**src/rtl/core/svct_ram.sv**
```systemverilog
// Generic single-write, single-read RAM with a registered read port.
module svct_ram #(
  parameter int WIDTH = 48,
  parameter int DEPTH = 64
) (
  input  logic                     clk,
  input  logic                     we,
  input  logic [$clog2(DEPTH)-1:0] waddr,
  input  logic [WIDTH-1:0]         wdata,
  input  logic                     re,
  input  logic [$clog2(DEPTH)-1:0] raddr,
  output logic [WIDTH-1:0]         rdata
);

  logic [WIDTH-1:0] mem [DEPTH];

  always_ff @(posedge clk) begin
    if (we) begin
      mem[waddr] <= wdata;
    end
    if (re) begin
      rdata <= mem[raddr];
    end
  end

endmodule

```
**config.mk**
```make
export PLATFORM = sky130hd
export DESIGN_NAME = svct_ram
export DESIGN_NICKNAME = d
export VERILOG_FILES = /design/src/rtl/core/svct_ram.sv
export SDC_FILE = /design/constraint.sdc
export NUM_CORES = 2
export LEC_CHECK = 0
export BUFFER_PORTS_ARGS = -buffer_cell sky130_fd_sc_hd__buf_2
export CAP_MARGIN = 20
export CORE_MARGIN = 2
export CORE_UTILIZATION = 40
export DETAILED_ROUTE_END_ITERATION = 16
export PLACE_DENSITY_LB_ADDON = 0.3
export SLEW_MARGIN = 20
export SYNTH_ARGS = -nofsm -noshare
export SYNTH_HDL_FRONTEND = slang
export SYNTH_SLANG_ARGS = --single-unit
export TNS_END_PERCENT = 1
```
**constraint.sdc**
```tcl
create_clock -name clk -period 8.9 [get_ports clk]
set_input_delay 1.78 -clock clk [delete_from_list [all_inputs] [get_ports clk]]
set_output_delay 1.78 -clock clk [all_outputs]
set_load 0.01 [all_outputs]
```
# ---- Yosys cells after proc, flatten, opt, wreduce, memory -nomap -nowiden
# Memory sizes are Yosys's and may differ from the RTL's. A register that Yosys moved wholly into a read port is not among the register bits.
# Index checks and enable logic that the tools add are counted.
dict set report word_totals {
  n_memories 1
  regBits 0
  mem_bits_rw 3072
  out_inout_bits 48
  elab_cells 3
  input_bits 63
}
# name words word_bits rd rd_ports_with_merged_regs write_ports line_no
set mem_list {}
lappend mem_list {mem 64 48 1 1 1 15} ;# logic [WIDTH-1:0] mem [DEPTH];
dict set report classes {
  n_mux 2
}
# operator count
set op_table {}
lappend op_table {{2-to-1 mux 1 bit} 2}

# ---- Longest topological paths before layout
dict set report logic_depth {
  ltp_word 2
  ltp_mapped 9
  mapped_depth_nobuf 5
}

# ---- Least setup slack after synthesis
# No wires, ideal clock.
dict set report synth_path {
  kind {input port to flip-flop}
  start {input port waddr[3]}
  end {memory mem[48][0], enable pin}
  arrival_time_ns 5.552
  cell_stages 4
  path_slack_ns 2.835
  t_required_ns 8.387
  path_buffers 1
  setup_ns 0.513
  path_cell_list {clkbuf_1 nor2b_1 nand4b_1 nor3_1}
}
# element line_no
set synth_lines {}
lappend synth_lines {{start, declared} 8} ;# input logic [$clog2(DEPTH)-1:0] waddr,
lappend synth_lines {{end, declared} 15}
# No word-level cell before the write port.

==> metrics.cfg <==
[clocking]
cts_tree=built
clock-root-buffer=clkbuf_16
clk_pin_slew_ps=60
cts_setup_buffers=0
h-tree-depth=5
ctsHoldBuffers=0
post_cts_resized=0
cts_max_path_buffers=4
cts_made_buffers=316
insertion_delay_ps=880
clock-sinks=3120

[power_and_ir_drop]
p_leak_nw=40.8
peakVddDrop_uv=154
finalPower_mw=30.5
powerDensity_nw_per_um2=229

[critical_path]
critPathMaxFanout=57
crit_chain=buf_8, buf_4, nor2b_4, buf_4, a22o_1, a221oi_1, a221oi_1
critPathArrivalTime_ps=5090
endpoint_kind=flip-flop
r2r_end=rdata[43]
cp_data_required_time_ps=9430
reg2regPathDepth=4
rrSetupSlack_ps=6560
cpMaxStageDelayCell=buf_4
endpoint=rdata[43]
slowest_delay_ps=720
startpoint=raddr[2]
r2r-start=mem[11][43]
startpoint_type=primary input
crit_type=in2reg

[timing]
fin_crit_ps=4570
fmax_ghz=0.219
tightest_slew_ps=1200
min_period_over_period_pct=51.3
rsz0062_at_grt=false
finalHoldViolCount=0
fin_tns_setup_ps=0
drv_slew=0
slew_headroom_pct=20.0
clock_skew_ps=46.1
setup-violations-final=0

[floorplanning]
io_pins=111
die_w_um=546
std_cell_rows=199
dieHeight_um=546
die_area_um2=298000
start_util_pct=40.1
coreArea_um2=293000

[place]
dp_hpwl_um=168000
io_buffers=110
placedCellCount=8858
place_congestion=0.772

[global_route]
antenna_found_initial=29
grt_pass1_vias=56900
grt_usage_pct=21.6
grt_pass1_wl_um=454000
gr-total-overflow=0
grt_max_degree=136

[final_layout]
n_fill_cell=24300
multiInputGateArea_um2=22900
seqCellArea_um2=93700
final_nets=5325
drive_gt1_share_pct=27.9
layout.cells.non_filler=9426
synthToLayoutAreaGrowth_pct=13.3

[synthesis]
synthCells=4970
synth.distinct_cells=35
ys_ff_latch=3120
syn_avg_cell_area_um2=23.7
synth_warnings=0
syn_area_um2=118000
synth_nets=5033
yosysSeqAreaShare_pct=79.7

[detailed_routing]
wl_per_cell_um=34.8
drt-total-wl_um=328000
drt_iter0_markers=7854
ant_nets=0
firstDrtPassIters=5
drt-vias-per-instance=6.06
vias=57100
drcViolationCount=0

[worst_hold_path]
hold_class=reg2reg

[run_status]
status=complete, no violations

[job]
cap_violations=0

## registers in the layout, indices dropped and copies added (netlist names)
name / cells
rdata: 48
mem: 3072
## critical path: cells and delay by family
family / cells / cell delay, ps
AOI/OAI and AO/OA: 3 / 1260
and+or+nand+nor: 1 / 290
buffers and inverters: 3 / 1620
## power by group
group,total (mW),switching (mW),internal [mW]
Clock,12.8,5.50,7.27
Combinational,1.38,0.887,0.497
Sequential,16.4,0.0549,16.3
## synthesized netlist by cell type, drive strengths merged
library cell  number  area (um2)
a221oi            83         727
or2                3        18.8
or3b               4        35.0
a31o               5        43.8
mux4             754       17000
nand3              7        35.0
nand3b             5        37.5
mux2i             63         631
nand4              2        12.5
o22ai            122         763
a311o              1        10.0
edfxtp          3120       93700
mux2              12         135
nand4b             1        8.76
and3               1        6.26
nand2             55         206
a22oi             72         541
nor3               3        15.0
nor2             132         495
o221ai            28         245
nand2b            10        62.6
and2               3        18.8
a21oi             74         370
clkbuf            99         373
or3                3        18.8
a31oi              1        6.26
a211oi            32         240
nor2b             24         150
a311oi            11        96.3
buf              183        1120
a22o              57         499
## metrics by stage
step / setup slack, ps / hold slack (ps) / util, % / cell area [um2]
final: 4330 / 840 / 45.4 / 133000
after global routing: 4240 / 866 / 45.4 / 133000
after CTS: 4260 / 839 / 45.4 / 133000
after detailed placement: 3330 / 841 / 42.0 / 123000
after global placement: 3300 / 827 / 42.0 / 123000
after floorplan: 2840 / 787 / - / 118000
## layout by cell type (no fill, tap or decap), drive strengths merged, types with 72 or more instances in the layout
cell and count:
mux4 754, a21oi 74, clkbuf 394, clkinv 125, a221oi 83, a22oi 72
o22ai 122, edfxtp 3120, nor2 132, buf 255
## how the worst min path moves through the flow
stage / start / endpoint / slack [ps] / cells past startpoint
4_1_cts: mem[58][33] / rdata[33] / 840 / 4
2_1_floorplan: mem[58][36] / rdata[36] / 790 / 4
5_1_grt: mem[58][33] / rdata[33] / 870 / 4
3_5_place_dp: mem[58][4] / rdata[4] / 840 / 4
6_report: mem[58][33] / rdata[33] / 840 / 4
3_3_place_gp: mem[58][4] / rdata[4] / 830 / 4
## per-layer routing
metal  global-route usage (%)  share of wire, %  vias up  routed length [um]
met5                        0             0.014        -                  47
met4                     6.73               3.5        8               11300
met3                     3.90               8.4      617               27700
met2                     34.5                48     2765              156000
met1                     30.5                40    31600              133000
li1                         -                 -    22200                   -
## cells by family (layout without fill, tap and decap cells)
kind of cell	Yosys count	in the layout	synth area share (%)
other	0	12	0
multiplexers	829	829	15.1
flip-flops	3120	3120	79.7
buffers and inverters	282	807	1.27
AO/OA/AOI/OAI	486	486	3.01
AND/OR/NAND/NOR	253	253	0.953
## layout make-up
cell class                      count  share of cell area, %
Timing Repair Buffer              256                   1.46
Antenna cell                       12                 0.0225
Sequential cell                  3120                   70.3
Clock inverter                    158                   1.09
Tap cell                         3919                   3.68
Clock buffer                      393                   6.23
Multi-Input combinational cell   1568                   17.2
No activity file was read; power rests on OpenSTA's default activity.
