[src/rtl/core/svct_pkg.sv]
// Shared types, register map and codes for the shape volume containment test.
package svct_pkg;

  localparam int MAX_VERTICES_DEF = 64;

  localparam int CRD_W = 24;
  localparam int EXT_W = 23;
  localparam int CNT_W = 7;

  // Opcodes carried in the input tuser field.
  localparam logic OP_WRITE = 1'b0;
  localparam logic OP_QUERY = 1'b1;

  // Shape mode register codes.
  localparam logic [1:0] MODE_BOX    = 2'd0;
  localparam logic [1:0] MODE_SPHERE = 2'd1;
  localparam logic [1:0] MODE_PRISM  = 2'd2;
  localparam logic [1:0] MODE_NONE   = 2'd3;

  // Register indexes (byte address / 4).
  localparam logic [2:0] REG_SHAPE_MODE    = 3'd0;
  localparam logic [2:0] REG_BOX_HALF_X    = 3'd1;
  localparam logic [2:0] REG_BOX_HALF_Y    = 3'd2;
  localparam logic [2:0] REG_BOX_HALF_Z    = 3'd3;
  localparam logic [2:0] REG_SPHERE_RADIUS = 3'd4;
  localparam logic [2:0] REG_PRISM_HEIGHT  = 3'd5;
  localparam logic [2:0] REG_VERTEX_COUNT  = 3'd6;

  // Register reset values.
  localparam logic [1:0]       RST_SHAPE_MODE   = MODE_BOX;
  localparam logic [EXT_W-1:0] RST_EXTENT       = 23'd256;
  localparam logic [EXT_W-1:0] RST_PRISM_HEIGHT = 23'd512;
  localparam logic [CNT_W-1:0] RST_VERTEX_COUNT = 7'd0;

  // Vertex stream control from the table read into the edge unit.
  typedef struct packed {
    logic valid;
    logic first;
  } vtx_ctl_t;

  // Edge unit status back to the sequencer.
  typedef struct packed {
    logic busy;
    logic parity;
  } edge_stat_t;

  typedef enum logic [2:0] {
    ST_IDLE,
    ST_EVAL,
    ST_SUM,
    ST_WALK,
    ST_DRAIN,
    ST_RESULT
  } state_t;

endpackage

[src/rtl/core/svct_edge.sv]
// Pipelined even-odd edge crossing unit: one polygon edge per cycle.
module svct_edge (
  input  logic                   clk,
  input  logic                   rst_n,
  input  logic                   clear,
  input  svct_pkg::vtx_ctl_t     vtx,
  input  logic signed [23:0]     vx,
  input  logic signed [23:0]     vy,
  input  logic signed [23:0]     px,
  input  logic signed [23:0]     py,
  output svct_pkg::edge_stat_t   stat
);

  logic signed [23:0] prev_x_r, prev_y_r;

  logic signed [24:0] ax_e, ay_e, bx_e, by_e, px_e, py_e;
  logic signed [24:0] d_nxt;
  logic               cross_nxt;

  logic               s1_vld_r, s1_cross_r, s1_dpos_r;
  logic signed [24:0] s1_d_r, s1_pxa_r, s1_bxa_r, s1_pya_r;

  logic               s2_vld_r, s2_cross_r, s2_dpos_r;
  logic signed [49:0] s2_lhs_r, s2_rhs_r;
  logic signed [49:0] lhs_nxt, rhs_nxt;

  logic               parity_r;
  logic               left;

  // The current vertex is the edge start a, the previous one is its end b.
  assign ax_e = {vx[23], vx};
  assign ay_e = {vy[23], vy};
  assign bx_e = {prev_x_r[23], prev_x_r};
  assign by_e = {prev_y_r[23], prev_y_r};
  assign px_e = {px[23], px};
  assign py_e = {py[23], py};

  assign d_nxt     = by_e - ay_e;
  assign cross_nxt = (vy > py) != (prev_y_r > py);

  assign lhs_nxt = s1_pxa_r * s1_d_r;
  assign rhs_nxt = s1_bxa_r * s1_pya_r;

  // The sign of the edge's y span decides which way the cross-multiplied compare points.
  assign left = s2_dpos_r ? (s2_lhs_r < s2_rhs_r) : (s2_lhs_r > s2_rhs_r);

  always_ff @(posedge clk) begin
    if (vtx.valid) begin
      prev_x_r <= vx;
      prev_y_r <= vy;
    end
    s1_cross_r <= cross_nxt;
    s1_dpos_r  <= d_nxt > 25'sd0;
    s1_d_r     <= d_nxt;
    s1_pxa_r   <= px_e - ax_e;
    s1_bxa_r   <= bx_e - ax_e;
    s1_pya_r   <= py_e - ay_e;
    s2_cross_r <= s1_cross_r;
    s2_dpos_r  <= s1_dpos_r;
    s2_lhs_r   <= lhs_nxt;
    s2_rhs_r   <= rhs_nxt;
  end

  always_ff @(posedge clk) begin
    if (!rst_n) begin
      s1_vld_r <= 1'b0;
      s2_vld_r <= 1'b0;
      parity_r <= 1'b0;
    end else begin
      s1_vld_r <= vtx.valid & ~vtx.first;
      s2_vld_r <= s1_vld_r;
      if (clear) begin
        parity_r <= 1'b0;
      end else if (s2_vld_r && s2_cross_r && left) begin
        parity_r <= ~parity_r;
      end
    end
  end

  assign stat.busy   = s1_vld_r | s2_vld_r;
  assign stat.parity = parity_r;

endmodule

[config.mk]
export PLATFORM = sky130hd
export DESIGN_NAME = svct_edge
export DESIGN_NICKNAME = d
export VERILOG_FILES = /design/src/rtl/core/svct_pkg.sv /design/src/rtl/core/svct_edge.sv
export SDC_FILE = /design/constraint.sdc
export NUM_CORES = 2
export LEC_CHECK = 0
export ABC_AREA = 1
export BUFFER_PORTS_ARGS = -buffer_cell sky130_fd_sc_hd__buf_2
export CAP_MARGIN = 40
export CORE_MARGIN = 2
export CORE_UTILIZATION = 55
export DETAILED_ROUTE_END_ITERATION = 16
export GPL_ROUTABILITY_DRIVEN = 0
export PLACE_DENSITY_LB_ADDON = 0.08
export SLEW_MARGIN = 20
export SYNTH_ARGS = -nofsm -noshare
export SYNTH_HDL_FRONTEND = slang
export SYNTH_SLANG_ARGS = --single-unit
[constraint.sdc]
create_clock -name clk -period 14.8 [get_ports clk]
set_input_delay 0.74 -clock clk [delete_from_list [all_inputs] [get_ports clk]]
set_output_delay 0.74 -clock clk [all_outputs]
set_load 0.02 [all_outputs]
# Word-level counts from Yosys, hierarchy flattened
# Cells that the tools add are included.
[op_classes] div=0 n_reduce_logical=3 n_lt_le_gt_ge=5 n_eq_ne=1 add_sub_neg=4 mul=2 bitwise_logic=5 shifts=0 n_mux=1
[op_table] cell="$mul 25x25->50" count=2
[op_table] cell="$sub 24x24->25" count=4
[op_table] cell="$gt 50x50->1" count=1
[op_table] cell="$lt 50x50->1" count=1
[op_table] cell="$gt 24x24->1" count=2
[op_table] cell="$gt 25x1->1 const B" count=1
[op_table] cell="$not 1->1" count=3
[op_table] cell="$logic_and 1x1->1" count=2
[op_table] cell="$reduce_or 2->1" count=1
[op_table] cell="$and 1x1->1" count=1
[op_table] cell="$mux 1" count=1
[op_table] cell="$ne 1x1->1" count=1
[op_table] cell="$or 1x1->1" count=1
[totals] romBits=0 mem_bits_rw=0 latch_bits=0 reg_bits=255 inputBits=101 memories=0

# Depth between registers and ports, before layout
[logic_depth] depth_word=3 depth_mapped=31

# Least setup slack after synthesis
# Ideal clock, no wire load.
[synth_timing] kind="reg2reg" startpoint="register s1_bxa_r[24]" endpoint="register s2_rhs_r[45]" period_less_slack_ns=6.475 path_buffers=2 setup_slack_ns=8.325 stages_incl_launch_ff=22 required_time_ns=14.687 arrival_ns=6.362 setup_time_ns=0.113 path_cell_list="dfxtp_1 > clkbuf_1 > clkbuf_1 > nand2_1 > inv_1 > fa_1 > fa_1 > fa_1 > inv_1 > fa_1 > fa_1 > fa_1 > fa_1 > inv_1 > ha_1 > nand2_1 > nor2_1 > inv_1 > nor4_2 > or3b_1 > nand4_1 > nand2_1"
[synth_between] elab_chain_cells=1
[synth_rtl] element="from (decl)" line="svct_edge.sv:21" source="logic signed [24:0] s1_d_r, s1_pxa_r, s1_bxa_r, s1_pya_r;"
[synth_rtl] element="from (signal assigned)" line="svct_edge.sv:56" source="s1_bxa_r <= bx_e - ax_e;"
[synth_rtl] element="$mul 25x25->50" line="svct_edge.sv:42" source="assign rhs_nxt = s1_bxa_r * s1_pya_r;"
[synth_rtl] element="named net rhs_nxt[45]" line="svct_edge.sv:25" source="logic signed [49:0] lhs_nxt, rhs_nxt;"
[synth_rtl] element="to (signal assigned)" line="svct_edge.sv:61" source="s2_rhs_r <= rhs_nxt;"
[synth_rtl] element="to (decl)" line="svct_edge.sv:24" source="logic signed [49:0] s2_lhs_r, s2_rhs_r;"
# The timed path passes the listed nets, and every way through them passes these cells.
# A chain may end at the register's enable or synchronous reset.

# Final worst setup path
[layout_timing] startpoint="register s1_d_r[2]" endpoint="register s2_lhs_r[42]"
[layout_between] elab_chain_cells=1
[layout_rtl] element="from (decl)" line="svct_edge.sv:21"
[layout_rtl] element="from (signal assigned)" line="svct_edge.sv:54" source="s1_d_r <= d_nxt;"
[layout_rtl] element="$mul 25x25->50" line="svct_edge.sv:41" source="assign lhs_nxt = s1_pxa_r * s1_d_r;"
[layout_rtl] element="named net lhs_nxt[42]" line="svct_edge.sv:25"
[layout_rtl] element="to (signal assigned)" line="svct_edge.sv:60" source="s2_lhs_r <= lhs_nxt;"
[layout_rtl] element="to (decl)" line="svct_edge.sv:24"
# The timed path passes the listed nets, and every way through them passes these cells.

==> flow_metrics.tcl <==
set metrics [dict create \
    grt_pass1_wl_microns 261000 \
    ant_nets 0 \
    grt_max_degree 50 \
    arrival_ns 7.45 \
    synth_fp_nets 9254 \
    timing.rr.start "s1_d_r[2]" \
    min_period_ns 6.98 \
    crit_path_start_kind "register" \
    synth-main-ff-cell "dfxtp_1" \
    synth-edff-count 48 \
    die_w_microns 335 \
    ys_ff_latch 255 \
    gr-total-overflow 0 \
    hold_violations 0 \
    ys_seq_area_frac 0.0925 \
    io_buffer_count 102 \
    min_from "vtx[0]" \
    outcome "finished, final reports clean" \
    num_rows 121 \
    drt_pass1_iterations 6 \
    avgRoutedWirePerCell_microns 18.3 \
    cts_inserted_buffers 31 \
    synthArstFlopShare 0 \
    drc 0 \
    nNetsFinal 9191 \
    synth.avg_cell_area_sq_um 8.18 \
    core_area_sq_um 109000 \
    final_cell_mix "2229 x inv_1, 1683 x nand2_1, 1320 x fa_1" \
    drive_gt1_frac 0.0493 \
    cts_buffer_depth 3 \
    reg2regPathDepth 18 \
    r2r_setup_slack_ns 7.82 \
    initial_core_util 0.555 \
    cts_tree "built" \
    antenna_found_initial 4 \
    grt_pass1_vias 48200 \
    postCtsSetupBuffers 0 \
    ios 103 \
    hold_buffers 0 \
    grt.total_usage 0.298 \
    layout_commonest_cell "inv_1" \
    final_cells 8757 \
    cap_violations 0 \
    setup_viol 0 \
    vias_per_cell 5.17 \
    hp-class "in -> reg" \
    fin_setup_tns_ns 0 \
    crit_path_end_kind "register" \
    cts.repair.resized 0 \
    cts.sinks 255 \
    yosys_warnings 0 \
    synth_area_sq_um 60400 \
    synth.distinct_cells 57 \
    skew_ns 0.0448 \
    max_freq_mhz 143 \
    crit_path_max_fanout 17 \
    vias 45300 \
    clock-root-buffer "clkbuf_16" \
    critPathRequiredTime_ns 15.27 \
    hpwl_microns 135000 \
    min_to "s1_vld_r" \
    first_iter_violations 2984 \
    syn2layout_area_growth_pct 5.05 \
    netlist_instances 7380 \
    dieArea_sq_um 112000 \
    wirelength_microns 160000 \
    max-slew-margin-rel 0.420 \
    clk_latency_ns 0.64 \
    cts_max_level 1 \
    dp.cells 8695 \
    slew_violations 0 \
    fin_crit_sh 0.472 \
    die_h_microns 335 \
    crit_type "reg -> reg" \
    rsz0062_at_grt "no" \
    holdPathStages 2 \
    worstMarginPinSlew_ns 0.869 \
    clkTransAtPathRegs_ns 0.06 \
    r2r_end "s2_lhs_r[42]" \
]
cells by family (layout without fill, tap and decap cells):
group | after synthesis | count (layout) | share of synthesized area
compound gates | 499 | 499 | 0.0492
xor+xnor | 203 | 203 | 0.0297
fa+ha+maj | 1773 | 1773 | 0.531
buf+inv | 2530 | 2490 | 0.157
flops | 255 | 255 | 0.0925
other cells | 0 | 3 | 0
simple gates | 2120 | 2120 | 0.140
final cells by class:
| type | count | area, sq um |
|---|---|---|
| inverters | 2231 | 8370 |
| well taps | 1414 | 1770 |
| diodes | 3 | 7.51 |
| clock inverters | 16 | 141 |
| fillers | 10100 | 45400 |
| multi-input cells | 4595 | 45300 |
| repair buffers | 203 | 1400 |
| flip-flops and latches | 255 | 5590 |
| clock buffers | 40 | 851 |
through the flow:
stage                     instance area (sq um)  hold WS, ns  worst slack [ns]  utilization
final                                     63400        0.262              7.82        0.583
after global routing                      63400        0.250              7.37        0.583
after CTS                                 63400        0.236              7.50        0.582
after detailed placement                  62400        0.320              7.53        0.573
after global placement                    62200        0.318              7.61        0.571
after floorplan                           60400        0.310              8.33            -
Yosys cell counts (7+ instances only):
cell type	instances	share of area
inv_1	2229	0.14
edfxtp_1	48	0.024
a21o_1	24	0.0030
fa_1	1320	0.44
o211ai_1	8	0.00099
nand2_2	21	0.0022
nor2_2	9	0.00093
o21ai_1	16	0.0013
o21ai_2	14	0.0020
or2_2	19	0.0020
nor3_1	22	0.0018
xor2_1	128	0.019
nor4_1	10	0.0010
o221ai_1	7	0.0010
ha_1	453	0.094
nor2_1	226	0.014
o21bai_1	22	0.0027
clkbuf_1	297	0.018
and3_1	7	0.00073
xnor2_1	73	0.011
nand3_2	8	0.0013
a21oi_1	234	0.019
o21a_1	13	0.0016
dfxtp_1	207	0.069
nand4_1	22	0.0023
nand2_1	1683	0.10
o21ai_0	88	0.0073
a21oi_2	12	0.0017
nand3_1	79	0.0065
a31oi_1	32	0.0033
critical path, cell delays in order, from the launching register on:
cell and delay (ns):
dfxtp_1 0.56, buf_8 0.23, nand2_1 0.06, inv_1 0.12, fa_1 0.58, fa_1 0.72
inv_1 0.22, fa_1 0.50, inv_1 0.42, fa_1 0.54, fa_1 0.58, fa_1 0.43
fa_1 0.44, ha_1 0.36, a21oi_1 0.20, o21ai_0 0.23, a21oi_1 0.20, o2111ai_1 0.25
xor2_1 0.21
worst max-delay path by stage:
stage	from	cells past startpoint	endpoint
2_1_floorplan	s1_bxa_r[24]	21	s2_rhs_r[45]
3_3_place_gp	s1_d_r[1]	17	s2_lhs_r[42]
3_5_place_dp	s1_d_r[1]	17	s2_lhs_r[42]
4_1_cts	s1_d_r[1]	19	s2_lhs_r[42]
5_1_grt	s1_d_r[2]	22	s2_lhs_r[46]
6_report	s1_d_r[2]	18	s2_lhs_r[42]
registers in the layout, indices dropped and copies added (netlist names), 24 cells and up:
name / flops
prev_x_r: 24
s2_rhs_r: 50
s1_d_r: 25
prev_y_r: 24
s1_bxa_r: 25
s1_pya_r: 25
s1_pxa_r: 25
s2_lhs_r: 50
layer usage:
metal  global-route usage  part of all wire
met1                0.411              0.43
met2                0.479              0.46
met3               0.0422             0.068
met4                0.115             0.042
met5                    0          0.000075
Power is left out: the tool's default activity adds up to more than one toggle a clock period on the data nets, which glitch-free logic cannot reach.
